<file path="src/rtl/core/humidity_temp_frame_checker_top_macros.svh">
// ----------------------------------------------------------------------------
// Assertion macros for the humidity/temperature frame checker
// Shared property shorthands; each expects clk and rst_n in scope.
// ----------------------------------------------------------------------------
`ifndef HUMIDITY_TEMP_FRAME_CHECKER_TOP_MACROS_SVH
`define HUMIDITY_TEMP_FRAME_CHECKER_TOP_MACROS_SVH

// Consequent must hold in the same cycle as the antecedent.
`define HTFC_ASSERT_SAME(lbl, pre, post, msg) \
  lbl: assert property (@(posedge clk) disable iff (!rst_n) (pre) |-> (post)) \
    else $error(msg);

// Consequent must hold in the cycle after the antecedent.
`define HTFC_ASSERT_NEXT(lbl, pre, post, msg) \
  lbl: assert property (@(posedge clk) disable iff (!rst_n) (pre) |=> (post)) \
    else $error(msg);

`endif

</file>
<file path="src/rtl/core/htfc_pkg.sv">
// ----------------------------------------------------------------------------
// htfc_pkg
// Types, constants and the CRC-8 helper of the sensor frame checker.
// ----------------------------------------------------------------------------
package htfc_pkg;

  localparam int unsigned THR_W    = 15;
  localparam int unsigned LIMIT_W  = 4;
  localparam int unsigned TEMP_W   = 15;
  localparam int unsigned HUM_W    = 14;
  localparam int unsigned RUN_W    = 5;
  localparam int unsigned CNT_W    = 32;
  localparam int unsigned CFG_W    = 15;
  localparam int unsigned CFG_IDX_W = 2;

  // Conversion scale factors (hundredths).
  localparam int unsigned TEMP_SPAN   = 17500;
  localparam int unsigned TEMP_OFFSET = 4500;
  localparam int unsigned HUM_SPAN    = 10000;
  localparam int unsigned RAW_FULL    = 65535;

  localparam logic [7:0] CRC_INIT = 8'hFF;
  localparam logic [7:0] CRC_POLY = 8'h31;

  localparam logic [THR_W-1:0]   THR_RESET       = 15'd300;
  localparam logic [LIMIT_W-1:0] LIMIT_RESET     = 4'd3;
  localparam logic [TEMP_W-1:0]  TEMP_LOW_RESET  = 15'h7060;  // -4000
  localparam logic [TEMP_W-1:0]  TEMP_HIGH_RESET = 15'd12500;

  typedef enum logic [2:0] {
    ST_ACCEPT = 3'd0,
    ST_HELD   = 3'd1,
    ST_FORCED = 3'd2,
    ST_CRC    = 3'd3,
    ST_RANGE  = 3'd4
  } status_t;

  typedef enum logic [CFG_IDX_W-1:0] {
    CFG_THRESHOLD = 2'd0,
    CFG_LIMIT     = 2'd1,
    CFG_TEMP_LOW  = 2'd2,
    CFG_TEMP_HIGH = 2'd3
  } cfg_idx_t;

  // One byte of CRC-8, MSB first, no reflection.
  function automatic logic [7:0] crc8_byte(input logic [7:0] crc_in,
                                           input logic [7:0] data);
    logic [7:0] crc;
    crc = crc_in ^ data;
    for (int b = 0; b < 8; b++) begin
      if (crc[7]) begin
        crc = {crc[6:0], 1'b0} ^ CRC_POLY;
      end else begin
        crc = {crc[6:0], 1'b0};
      end
    end
    return crc;
  endfunction

endpackage

</file>
<file path="src/rtl/core/humidity_temp_frame_checker_top.sv">
// ----------------------------------------------------------------------------
// humidity_temp_frame_checker_top
// Checks six-byte sensor frames (CRC-8, range window, spike filter) and
// reports the held reading together with wrapping frame statistics.
//
//   Channel   Direction  Handshake            Beat
//   in_*      input      in_valid/in_ready    one raw frame
//   out_*     output     out_valid/out_ready  one status plus reading
//   cfg_*     input      cfg_we               one register write
//
// One frame per cycle is sustained unless the output stalls. The first stage
// checks both CRCs and forms the scaled products, the second divides by
// 65535, applies the window and the spike filter and updates the state. A
// stalled output holds the result and stops stage two; stage one still takes
// a beat while it is empty. Reset is synchronous.
// ----------------------------------------------------------------------------
`include "humidity_temp_frame_checker_top_macros.svh"

module humidity_temp_frame_checker_top (
  input  logic                              clk,
  input  logic                              rst_n,
  input  logic                              cfg_we,
  input  logic [htfc_pkg::CFG_IDX_W-1:0]    cfg_index,
  input  logic [htfc_pkg::CFG_W-1:0]        cfg_wdata,
  input  logic                              in_valid,
  output logic                              in_ready,
  input  logic [7:0]                        in_temp_msb,
  input  logic [7:0]                        in_temp_lsb,
  input  logic [7:0]                        in_temp_crc,
  input  logic [7:0]                        in_hum_msb,
  input  logic [7:0]                        in_hum_lsb,
  input  logic [7:0]                        in_hum_crc,
  output logic                              out_valid,
  input  logic                              out_ready,
  output logic [2:0]                        out_status,
  output logic signed [htfc_pkg::TEMP_W-1:0] out_temp_out,
  output logic [htfc_pkg::HUM_W-1:0]        out_hum_out,
  output logic                              out_reading_valid,
  output logic [htfc_pkg::RUN_W-1:0]        out_consecutive_anomalies,
  output logic [htfc_pkg::CNT_W-1:0]        out_anomaly_total,
  output logic [htfc_pkg::CNT_W-1:0]        out_frame_total,
  output logic [htfc_pkg::CNT_W-1:0]        out_error_total
);

  import htfc_pkg::*;

  // Configuration registers
  logic [THR_W-1:0]   thr_r;
  logic [LIMIT_W-1:0] limit_r;
  logic [TEMP_W-1:0]  temp_low_r;
  logic [TEMP_W-1:0]  temp_high_r;

  // Stage one
  logic        s1_valid_r;
  logic        s1_crc_ok_r;
  logic [30:0] s1_prod_t_r;
  logic [29:0] s1_prod_h_r;
  logic        crc_ok_nxt;
  logic [30:0] prod_t_nxt;
  logic [29:0] prod_h_nxt;

  // Filter state and result register
  logic                     out_valid_r;
  logic                     have_valid_r, have_valid_nxt;
  logic [TEMP_W-1:0]        valid_temp_r, valid_temp_nxt;
  logic [HUM_W-1:0]         valid_hum_r, valid_hum_nxt;
  status_t                  status_r, status_nxt;
  logic [TEMP_W-1:0]        shown_temp_r, shown_temp_nxt;
  logic [HUM_W-1:0]         shown_hum_r, shown_hum_nxt;
  logic                     shown_valid_r, shown_valid_nxt;
  logic [RUN_W-1:0]         run_r, run_nxt;
  logic [CNT_W-1:0]         spike_cnt_r, spike_cnt_nxt;
  logic [CNT_W-1:0]         frame_cnt_r, frame_cnt_nxt;
  logic [CNT_W-1:0]         fail_cnt_r, fail_cnt_nxt;

  logic advance;
  logic fire;

  // Stage two datapath
  logic [14:0]        qt0;
  logic [16:0]        rt0;
  logic               t_wrap;
  logic [15:0]        ft;
  logic               rt_nz;
  logic signed [16:0] t_base;
  logic signed [16:0] t_val;
  logic signed [16:0] low_ext, high_ext;
  logic               in_window;
  logic [13:0]        qh0;
  logic [16:0]        rh0;
  logic [HUM_W-1:0]   h_val;
  logic signed [16:0] dt;
  logic [16:0]        adt;
  logic signed [15:0] dh;
  logic [15:0]        adh;
  logic               spike;
  logic [RUN_W-1:0]   run_inc;
  logic               forced;

  // --------------------------------------------------------------------------
  // Configuration
  // --------------------------------------------------------------------------
  always_ff @(posedge clk) begin
    if (!rst_n) begin
      thr_r       <= THR_RESET;
      limit_r     <= LIMIT_RESET;
      temp_low_r  <= TEMP_LOW_RESET;
      temp_high_r <= TEMP_HIGH_RESET;
    end else if (cfg_we) begin
      unique case (cfg_idx_t'(cfg_index))
        CFG_THRESHOLD: thr_r       <= cfg_wdata[THR_W-1:0];
        CFG_LIMIT:     limit_r     <= cfg_wdata[LIMIT_W-1:0];
        CFG_TEMP_LOW:  temp_low_r  <= cfg_wdata[TEMP_W-1:0];
        CFG_TEMP_HIGH: temp_high_r <= cfg_wdata[TEMP_W-1:0];
      endcase
    end
  end

  // --------------------------------------------------------------------------
  // Handshake
  // --------------------------------------------------------------------------
  assign advance  = !out_valid_r || out_ready;
  assign fire     = s1_valid_r && advance;
  assign in_ready = !s1_valid_r || advance;

  // --------------------------------------------------------------------------
  // Stage one: CRC check and scaling products
  // --------------------------------------------------------------------------
  always_comb begin
    crc_ok_nxt = (crc8_byte(crc8_byte(CRC_INIT, in_temp_msb), in_temp_lsb) == in_temp_crc)
              && (crc8_byte(crc8_byte(CRC_INIT, in_hum_msb), in_hum_lsb) == in_hum_crc);
    prod_t_nxt = 31'({in_temp_msb, in_temp_lsb}) * 31'(TEMP_SPAN);
    prod_h_nxt = 30'({in_hum_msb, in_hum_lsb}) * 30'(HUM_SPAN);
  end

  always_ff @(posedge clk) begin
    if (!rst_n) begin
      s1_valid_r <= 1'b0;
    end else if (in_valid && in_ready) begin
      s1_valid_r <= 1'b1;
    end else if (advance) begin
      s1_valid_r <= 1'b0;
    end
  end

  always_ff @(posedge clk) begin
    if (in_valid && in_ready) begin
      s1_crc_ok_r <= crc_ok_nxt;
      s1_prod_t_r <= prod_t_nxt;
      s1_prod_h_r <= prod_h_nxt;
    end
  end

  // --------------------------------------------------------------------------
  // Stage two: divide by 65535, window and spike filter
  // --------------------------------------------------------------------------
  // x = q*65536 + r = q*65535 + (q + r); the partial remainder stays below
  // twice the divisor, so one compare and subtract finishes the division.
  always_comb begin
    qt0    = s1_prod_t_r[30:16];
    rt0    = {1'b0, s1_prod_t_r[15:0]} + {2'b00, qt0};
    t_wrap = (rt0 >= 17'(RAW_FULL));
    ft     = {1'b0, qt0} + {15'd0, t_wrap};
    rt_nz  = t_wrap ? (rt0 != 17'(RAW_FULL)) : (rt0 != 17'd0);
    t_base = $signed({1'b0, ft}) - $signed(17'(TEMP_OFFSET));
    // Truncation toward zero rounds a negative quotient with a remainder up.
    t_val  = (t_base < 0 && rt_nz) ? t_base + 17'sd1 : t_base;

    low_ext   = 17'(signed'(temp_low_r));
    high_ext  = 17'(signed'(temp_high_r));
    in_window = (t_val >= low_ext) && (t_val <= high_ext);

    qh0   = s1_prod_h_r[29:16];
    rh0   = {1'b0, s1_prod_h_r[15:0]} + {3'b000, qh0};
    h_val = qh0 + {13'd0, (rh0 >= 17'(RAW_FULL))};

    dt  = t_val - 17'(signed'(valid_temp_r));
    adt = (dt < 0) ? 17'(-dt) : 17'(dt);
    dh  = $signed({2'b00, h_val}) - $signed({2'b00, valid_hum_r});
    adh = (dh < 0) ? 16'(-dh) : 16'(dh);
    spike = (adt > {2'b00, thr_r}) || (adh > {1'b0, thr_r});

    run_inc = (run_r == {RUN_W{1'b1}}) ? run_r : run_r + 1'b1;
    forced  = (run_inc > {1'b0, limit_r});
  end

  always_comb begin
    have_valid_nxt  = have_valid_r;
    valid_temp_nxt  = valid_temp_r;
    valid_hum_nxt   = valid_hum_r;
    status_nxt      = status_r;
    shown_temp_nxt  = shown_temp_r;
    shown_hum_nxt   = shown_hum_r;
    shown_valid_nxt = shown_valid_r;
    run_nxt         = run_r;
    spike_cnt_nxt   = spike_cnt_r;
    frame_cnt_nxt   = frame_cnt_r;
    fail_cnt_nxt    = fail_cnt_r;
    if (fire) begin
      frame_cnt_nxt = frame_cnt_r + 1'b1;
      if (!s1_crc_ok_r) begin
        status_nxt   = ST_CRC;
        fail_cnt_nxt = fail_cnt_r + 1'b1;
      end else if (!in_window) begin
        status_nxt   = ST_RANGE;
        fail_cnt_nxt = fail_cnt_r + 1'b1;
      end else begin
        status_nxt = ST_ACCEPT;
        if (have_valid_r && spike) begin
          spike_cnt_nxt = spike_cnt_r + 1'b1;
          if (forced) begin
            run_nxt    = '0;
            status_nxt = ST_FORCED;
          end else begin
            run_nxt    = run_inc;
            status_nxt = ST_HELD;
          end
        end else if (have_valid_r) begin
          run_nxt = '0;
        end
        if (status_nxt != ST_HELD) begin
          have_valid_nxt = 1'b1;
          valid_temp_nxt = t_val[TEMP_W-1:0];
          valid_hum_nxt  = h_val;
        end
        shown_temp_nxt  = valid_temp_nxt;
        shown_hum_nxt   = valid_hum_nxt;
        shown_valid_nxt = 1'b1;
      end
    end
  end

  always_ff @(posedge clk) begin
    if (!rst_n) begin
      out_valid_r   <= 1'b0;
      have_valid_r  <= 1'b0;
      valid_temp_r  <= '0;
      valid_hum_r   <= '0;
      status_r      <= ST_ACCEPT;
      shown_temp_r  <= '0;
      shown_hum_r   <= '0;
      shown_valid_r <= 1'b0;
      run_r         <= '0;
      spike_cnt_r   <= '0;
      frame_cnt_r   <= '0;
      fail_cnt_r    <= '0;
    end else begin
      if (fire) begin
        out_valid_r <= 1'b1;
      end else if (out_ready) begin
        out_valid_r <= 1'b0;
      end
      have_valid_r  <= have_valid_nxt;
      valid_temp_r  <= valid_temp_nxt;
      valid_hum_r   <= valid_hum_nxt;
      status_r      <= status_nxt;
      shown_temp_r  <= shown_temp_nxt;
      shown_hum_r   <= shown_hum_nxt;
      shown_valid_r <= shown_valid_nxt;
      run_r         <= run_nxt;
      spike_cnt_r   <= spike_cnt_nxt;
      frame_cnt_r   <= frame_cnt_nxt;
      fail_cnt_r    <= fail_cnt_nxt;
    end
  end

  assign out_valid                 = out_valid_r;
  assign out_status                = status_r;
  assign out_temp_out              = signed'(shown_temp_r);
  assign out_hum_out               = shown_hum_r;
  assign out_reading_valid         = shown_valid_r;
  assign out_consecutive_anomalies = run_r;
  assign out_anomaly_total         = spike_cnt_r;
  assign out_frame_total           = frame_cnt_r;
  assign out_error_total           = fail_cnt_r;

  // --------------------------------------------------------------------------
  // Assertions
  // --------------------------------------------------------------------------
  `HTFC_ASSERT_NEXT(a_frame_count, fire, frame_cnt_r == $past(frame_cnt_r) + 1'b1, "frame count did not advance")
  `HTFC_ASSERT_NEXT(a_fail_count, fire, (status_r == ST_CRC || status_r == ST_RANGE) ? (fail_cnt_r == $past(fail_cnt_r) + 1'b1) : (fail_cnt_r == $past(fail_cnt_r)), "error count out of step with status")
  `HTFC_ASSERT_NEXT(a_held_keeps, fire, status_r != ST_HELD || ($stable(valid_temp_r) && $stable(valid_hum_r)), "held sample changed the valid reading")
  `HTFC_ASSERT_SAME(a_shown_valid, out_valid_r && (status_r == ST_ACCEPT || status_r == ST_FORCED), shown_temp_r == valid_temp_r && shown_hum_r == valid_hum_r && have_valid_r, "accepted reading not shown")

endmodule
</file>
<file path="config.mk">
export PLATFORM = sky130hd
export DESIGN_NAME = humidity_temp_frame_checker_top
export DESIGN_NICKNAME = d
export VERILOG_FILES = /design/src/rtl/core/htfc_pkg.sv /design/src/rtl/core/humidity_temp_frame_checker_top.sv
export VERILOG_INCLUDE_DIRS = /design/src /design/src/rtl/core
export SDC_FILE = /design/constraint.sdc
export NUM_CORES = 1
export LEC_CHECK = 0
export ABC_AREA = 0
export CORE_MARGIN = 1
export CORE_UTILIZATION = 65
export CTS_CLUSTER_SIZE = 8
export DETAILED_ROUTE_END_ITERATION = 12
export DONT_BUFFER_PORTS = 1
export PLACE_DENSITY_LB_ADDON = 0.25
export SLEW_MARGIN = 10
export SYNTH_ARGS = -nofsm -noshare
export SYNTH_HDL_FRONTEND = slang
export SYNTH_SLANG_ARGS = --single-unit
export TNS_END_PERCENT = 10
</file>
<file path="constraint.sdc">
create_clock -name clk -period 13.2 [get_ports clk]
set_input_delay 0.66 -clock clk [delete_from_list [all_inputs] [get_ports clk]]
set_output_delay 0.66 -clock clk [all_outputs]
set_load 0.05 [all_outputs]
</file>
==> impl_metrics.py, run 1 <==
metrics = {
    "worst_setup_path": {
        "end_kind": "flop",
        "crit_family": "simple AND/OR/NAND/NOR gates",
        "cpMostUsedCell": "ha_1",
        "crit_path_max_incr_delay_ps": 560,
        "cp_data_required_time_ps": 13610,
        "cp_max_fo": 37,
        "worst_setup_path_start_kind": "flop",
        "crit_buf_inv": 1,
        "critical_path.slowest_cell": "or4_1",
        "worstPathArrival_ps": 11840,
        "worstSetupPathType": "reg2reg",
    },
    "finish": {
        "num_antenna_cells": 0,
        "regArea_um2": 5410,
        "nets": 2936,
        "area_growth_syn_to_layout_pct": 6.32,
        "stdcell_area_um2": 22900,
        "multi_input_area_um2": 14700,
        "layout-drive-gt1-share": 0.0413,
        "fillers": 2619,
    },
    "yosys": {
        "synth.distinct_cells": 80,
        "synthCells": 2497,
        "synth_common_cells": "inv_1 (321), ha_1 (300), nand2_1 (209), dfxtp_1 (186), nor2_1 (158)",
        "yosysTopAreaCell": "ha_1",
        "yosys_warnings": 0,
        "postSynthAreaPerCell_um2": 8.63,
        "syn-cell-area_um2": 21500,
        "ys_ff_latch": 242,
        "yosys-top-cells-area": "ha_1 (17%), dfxtp_1 (17%), edfxtp_1 (7.8%)",
        "syn_nets": 2951,
        "synth_seq_area_share": 0.251,
        "synthFlopType": "dfxtp_1",
        "synth_top_area_share": 0.174,
        "synth_edf_count": 56,
        "ys_async_sr_fraction": 0,
        "yosysMostFrequentCell": "inv_1",
    },
    "route": {
        "wl_met2_mm": 24.2,
        "highest_layer": "met5",
        "dr.pass1.iters": 6,
        "vias": 17600,
        "wl_met1_mm": 21.7,
        "met3WireLength_mm": 4.00,
        "drtAntennaViolNets": 0,
        "vias_per_cell": 6.00,
        "drt-total-wl_mm": 51.6,
        "wl_per_cell_um": 17.6,
        "dr.first_iter.drc_count": 915,
        "drc_errors": 0,
    },
    "pwr": {
        "powerDensity_nw_per_um2": 225,
        "p_total_mw": 5.16,
        "vdd_drop_max_mv": 0.130,
        "leakage_nw": 10.0,
    },
    "timing": {
        "final-hold-violation-count": 0,
        "rsz0062_at_grt": "no",
        "drv_slew": 0,
        "setup_viol": 0,
        "skew_ps": 20.3,
        "fmax_mhz": 87.5,
        "relSlewSlack": 0.227,
        "fin_setup_tns_ps": 0,
        "finalCritPeriodShare": 0.866,
        "post-route-min-period_ps": 11430,
        "tightestPinTransition_ps": 1150,
    },
    "placement": {
        "dpl_cell_area_um2": 21900,
        "io_buffers": 0,
        "dpl.hpwl_mm": 40.6,
        "place_congestion": 0.941,
    },
    "clocking": {
        "clockRootBuffer": "clkbuf_16",
        "cts-buffers-inserted": 36,
        "postCtsSetupRepairBufs": 0,
        "clk_latency_ps": 520,
        "clk_path_buf_depth": 3,
        "ctsResizeCount": 0,
        "cts.sinks": 242,
        "path_clk_slew_ps": 50,
        "cts_tree": "yes",
        "cts_hold_buf": 0,
        "htreeDepth": 2,
    },
    "worst_hold_path": {
        "min_path_type": "in2reg",
    },
    "floorplanning": {
        "die-area_um2": 33900,
        "placement_rows": 66,
        "die_h_um": 184,
        "coreArea_um2": 32500,
        "fp.dieW_um": 184,
        "start_util": 0.662,
        "pin_count": 206,
    },
    "global_routing": {
        "gr-usage-all-layers": 0.304,
        "gr-total-overflow": 0,
        "grt_pass1_wl_mm": 83.6,
        "grt_antenna_before_repair": 1,
        "grt_max_degree": 94,
        "grt_pass1_vias": 17400,
    },
    "outcome": {
        "status": "complete, no violations",
    },
    "flow_run": {
        "max-cap-violations": 0,
    },
}
==> cell type report <==
| cell class | instances | area share |
|---|---|---|
| clock inverters | 4 | 0.00153 |
| well taps | 442 | 0.0241 |
| repair buffers | 11 | 0.00360 |
| clock buffers | 45 | 0.0408 |
| inverters | 321 | 0.0527 |
| multi-input cells | 1870 | 0.641 |
| flip-flops and latches | 242 | 0.236 |
==> worst register-to-register path: cells and delay by family (launching register included) <==
family                   cells  cell delay (ps)
AND/OR/NAND/NOR             15             3430
AO/OA/AOI/OAI               17             3440
flip-flops                   1              540
multiplexers                 2              850
XOR/XNOR                     3              710
buffers and inverters        1              340
adder cells (fa/ha/maj)      6             2000
==> layout by cell type (no fill, tap or decap), types with 17 or more instances in the layout <==
cell type	n
dfxtp_1	186
o211ai_1	25
nand4_1	58
nor3_1	32
ha_1	300
a21oi_1	150
a21o_1	48
edfxtp_1	56
o21ai_0	68
nand2_1	209
nand2b_1	33
fa_1	84
xnor2_1	142
inv_1	320
or4_1	17
o21a_1	18
nand3_1	78
or2_2	19
or3_1	26
xor2_1	110
nor2_1	157
and3_1	41
o31ai_1	42
clkbuf_16	36
==> sequential cells by signal, indices dropped and copies added, names as in the netlist <==
| signal | flops |
|---|---|
| out_frame_total | 32 |
| s1_valid_r | 1 |
| s1_crc_ok_r | 1 |
| out_consecutive_anomalies | 5 |
| s1_prod_h_r | 26 |
| out_status | 3 |
| temp_low_r | 15 |
| out_valid | 1 |
| out_anomaly_total | 32 |
| limit_r | 4 |
| out_hum_out | 14 |
| out_temp_out | 15 |
| out_reading_valid | 1 |
| thr_r | 15 |
| out_error_total | 32 |
| temp_high_r | 15 |
| s1_prod_t_r | 29 |
| have_valid_r | 1 |
==> report_power, final <==
group          internal [mW]  switching [mW]  total [mW]  leakage (nW)
logic                   1.43            1.89        3.32          7.49
registers              0.908           0.121        1.03          2.05
clock network          0.491           0.318       0.809         0.474
==> cell families after synthesis <==
group / Yosys count / synth area share
AOI/OAI and AO/OA: 466 / 0.143
xor gates and xnor gates: 252 / 0.102
adders and majority gates: 384 / 0.252
buffers and inverters: 385 / 0.0683
DFF: 242 / 0.251
muxes: 18 / 0.00848
and+or+nand+nor: 750 / 0.174
==> per-layer routing <==
| metal | global-route usage | vias up |
|---|---|---|
| met5 | 0 | - |
| met3 | 0.0666 | 116 |
| met1 | 0.366 | 8344 |
| met4 | 0.104 | 2 |
| li1 | - | 8642 |
| met2 | 0.532 | 518 |
==> worst paths after layout <==
| kind | startpoint | endpoint | slack (ps) | cells after the start |
|---|---|---|---|---|
| worst min register to register | temp_low_r[1] | temp_low_r[1] | 460 | 2 |
| worst max register to register | s1_prod_t_r[18] | out_anomaly_total[23] | 1770 | 44 |
| worst min-delay path | in_hum_lsb[2] | s1_prod_h_r[6] | 250 | 0 |
| worst max-delay path | s1_prod_t_r[18] | out_anomaly_total[23] | 1770 | 44 |
==> per-stage QoR <==
step / std cells / hold slack (ps) / setup WS [ps] / util
global placement: 2886 / 444 / 2280 / 0.674
finish: 2935 / 248 / 1770 / 0.704
detailed placement: 2886 / 450 / 1960 / 0.674
CTS: 2935 / 222 / 1880 / 0.704
global route: 2935 / 213 / 1010 / 0.704
floorplan: 2497 / 436 / 3420 / -
(Power assumes the default switching activity.)
==> run 2, diff against run 1 <==
Settings changed: ABC_AREA 0 to 1.
==> run 2 against run 1 <==
Non-clock buffer count is 5 lower. Area after synthesis is 7.5% higher. Clock power is 2.8% higher. Core utilization hardly changed. Largest power group unchanged. Critical path depth is 11 higher. Cell area is 7.0% higher. Register-to-register slack better by 1700 ps.
==> impl_metrics.py, run 2 <==
metrics = {
    "timing": {
        "fin_setup_tns_ps": 0,
        "tightestPinTransition_ps": 1000,
        "relSlewSlack": 0.326,
        "finalCritPeriodShare": 0.735,
        "fmax_mhz": 103,
        "setup_viol": 0,
        "skew_ps": 23.7,
        "post-route-min-period_ps": 9700,
        "rsz0062_at_grt": "no",
        "final-hold-violation-count": 0,
        "holdWs_ps": 238,
        "drv_slew": 0,
    },
    "worst_setup_path": {
        "cpMostUsedCell": "nand2_1",
        "cp_data_required_time_ps": 13560,
        "worst_setup_path_start_kind": "flop",
        "r2r_start": "s1_prod_t_r[18]",
        "crit_path_max_incr_delay_ps": 730,
        "crit_buf_inv": 8,
        "worstSetupPathType": "reg2reg",
        "reg2reg_to": "out_anomaly_total[16]",
        "end_kind": "flop",
        "worstPathArrival_ps": 10060,
        "critical_path.slowest_cell": "o21ai_0",
        "crit_family": "simple AND/OR/NAND/NOR gates",
        "r2r_cells": 55,
        "cp_max_fo": 36,
        "reg2reg_slack_ps": 3500,
    },
    "floorplanning": {
        "pin_count": 206,
        "placement_rows": 68,
        "die_h_um": 191,
        "die-area_um2": 36400,
        "coreArea_um2": 34800,
        "start_util": 0.666,
        "fp.dieW_um": 191,
    },
    "clocking": {
        "clk_path_buf_depth": 3,
        "path_clk_slew_ps": 50,
        "clockRootBuffer": "clkbuf_16",
        "postCtsSetupRepairBufs": 0,
        "cts-buffers-inserted": 36,
        "htreeDepth": 2,
        "cts_tree": "yes",
        "ctsResizeCount": 0,
        "cts_hold_buf": 0,
        "cts.sinks": 242,
        "clk_latency_ps": 530,
    },
    "yosys": {
        "synth_top_area_share": 0.162,
        "yosys_warnings": 0,
        "synth_common_cells": "nand2_1 (651), inv_1 (573), ha_1 (300), a21oi_1 (262), nor2_1 (225)",
        "yosysTopAreaCell": "ha_1",
        "yosys-top-cells-area": "ha_1 (16%), dfxtp_1 (16%), nand2_1 (11%)",
        "ys_async_sr_fraction": 0,
        "synth_edf_count": 56,
        "yosysMostFrequentCell": "nand2_1",
        "synthFlopType": "dfxtp_1",
        "ys_ff_latch": 242,
        "postSynthAreaPerCell_um2": 7.29,
        "syn-cell-area_um2": 23200,
        "synth.distinct_cells": 59,
        "synth_seq_area_share": 0.233,
        "synthCells": 3178,
        "syn_nets": 3632,
    },
    "global_routing": {
        "grt-busiest-layer": "met2",
        "gr-usage-all-layers": 0.311,
        "gr-total-overflow": 0,
        "use_met2": 0.546,
        "grt_max_degree": 109,
        "grt_pass1_wl_mm": 92.3,
        "grt_antenna_before_repair": 0,
        "grtUsageMet3": 0.0547,
        "grt_pass1_vias": 19600,
        "grtUsageMet1": 0.371,
    },
    "worst_hold_path": {
        "min_to": "s1_prod_h_r[5]",
        "min_from": "in_hum_lsb[1]",
        "min_path_type": "in2reg",
        "hold_path_depth": 0,
    },
    "outcome": {
        "status": "complete, no violations",
    },
    "placement": {
        "dpl.hpwl_mm": 46.6,
        "io_buffers": 0,
        "dp.cells": 3588,
        "place_congestion": 0.998,
    },
    "pwr": {
        "p_total_mw": 5.16,
        "leakage_nw": 11.6,
        "vdd_drop_max_mv": 0.130,
        "powerDensity_nw_per_um2": 211,
    },
    "finish": {
        "num_antenna_cells": 0,
        "final_cell_mix": "nand2_1 (651), inv_1 (572), ha_1 (300)",
        "nets": 3625,
        "fillers": 2930,
        "layout-drive-gt1-share": 0.0362,
        "area_growth_syn_to_layout_pct": 5.80,
        "final_common_cell": "nand2_1",
        "final_cells": 3636,
    },
    "route": {
        "dr.pass1.iters": 7,
        "drc_errors": 0,
        "drtAntennaViolNets": 0,
        "vias_per_cell": 5.58,
        "dr.first_iter.drc_count": 1059,
        "drt-total-wl_mm": 57.3,
        "wl_per_cell_um": 15.7,
        "vias": 20300,
    },
    "flow_run": {
        "max-cap-violations": 0,
    },
}
==> run 2: cell types whose count changed in the layout (fill, tap and decap cells not counted), moves of 45 or more <==
cell	change
nand2_1	+442
inv_1	+252
a21oi_1	+112
xnor2_1	-76
nor2_1	+67
nand3_1	+59
o21ai_0	+56
xor2_1	+55
a21o_1	-45
==> run 2: cell type report <==
type / instances / area (µm²) / area share
Timing Repair Buffer: 6 / 45.0 / 0.00184
Tap cell: 455 / 569 / 0.0232
Multi-Input combinational cell: 2297 / 15300 / 0.624
Clock buffer: 45 / 935 / 0.0381
Clock inverter: 3 / 55.1 / 0.00225
Inverter: 588 / 2210 / 0.0900
Sequential cell: 242 / 5410 / 0.220
==> run 2: power by group <==
group          internal [mW]  leakage (nW)  switching [mW]
sequential             0.912          2.06           0.112
combinational           1.26          9.03            2.05
clock                  0.510         0.480           0.322
total                   2.68          11.6            2.48
==> run 2: worst max path at each step <==
| stage | depth (start not counted) | to | from | slack, ps |
|---|---|---|---|---|
| finish | 55 | out_anomaly_total[16] | s1_prod_t_r[18] | 3500 |
| CTS | 55 | out_anomaly_total[14] | s1_prod_t_r[18] | 3580 |
| floorplan | 57 | out_temp_out[11] | s1_prod_t_r[18] | 5730 |
| detailed placement | 55 | out_anomaly_total[14] | s1_prod_t_r[18] | 3580 |
| global route | 55 | out_anomaly_total[16] | s1_prod_t_r[18] | 2500 |
| global placement | 55 | out_anomaly_total[0] | s1_prod_t_r[18] | 3980 |
==> run 2: through the flow <==
stage / area [µm²] / worst slack (ps) / util
2_1_floorplan: 23200 / 5730 / -
3_3_place_gp: 23500 / 3980 / 0.676
3_5_place_dp: 23500 / 3580 / 0.676
4_1_cts: 24500 / 3580 / 0.705
5_1_grt: 24500 / 2500 / 0.705
6_report: 24500 / 3500 / 0.705
==> run 2: worst reg2reg max path, delay by kind of cell (launching register included) <==
kind	cells	cell delay [ps]
compound gates	9	2030
xor+xnor	1	160
fa+ha+maj	6	1900
buf+inv	8	1150
flops	1	470
simple gates	31	3850
==> run 2: logic make-up after synthesis <==
| family | share of synthesized area |
|---|---|
| simple gates | 0.233 |
| buf+inv | 0.107 |
| compound gates | 0.102 |
| fa+ha+maj | 0.235 |
| flops | 0.233 |
| xor+xnor | 0.0899 |
| mux | 0.000486 |
==> run 2: routing by layer <==
layer,routed length (µm),share of wire
met5,0,0
met4,2480,0.043
met3,3510,0.061
met2,27200,0.47
met1,24100,0.42
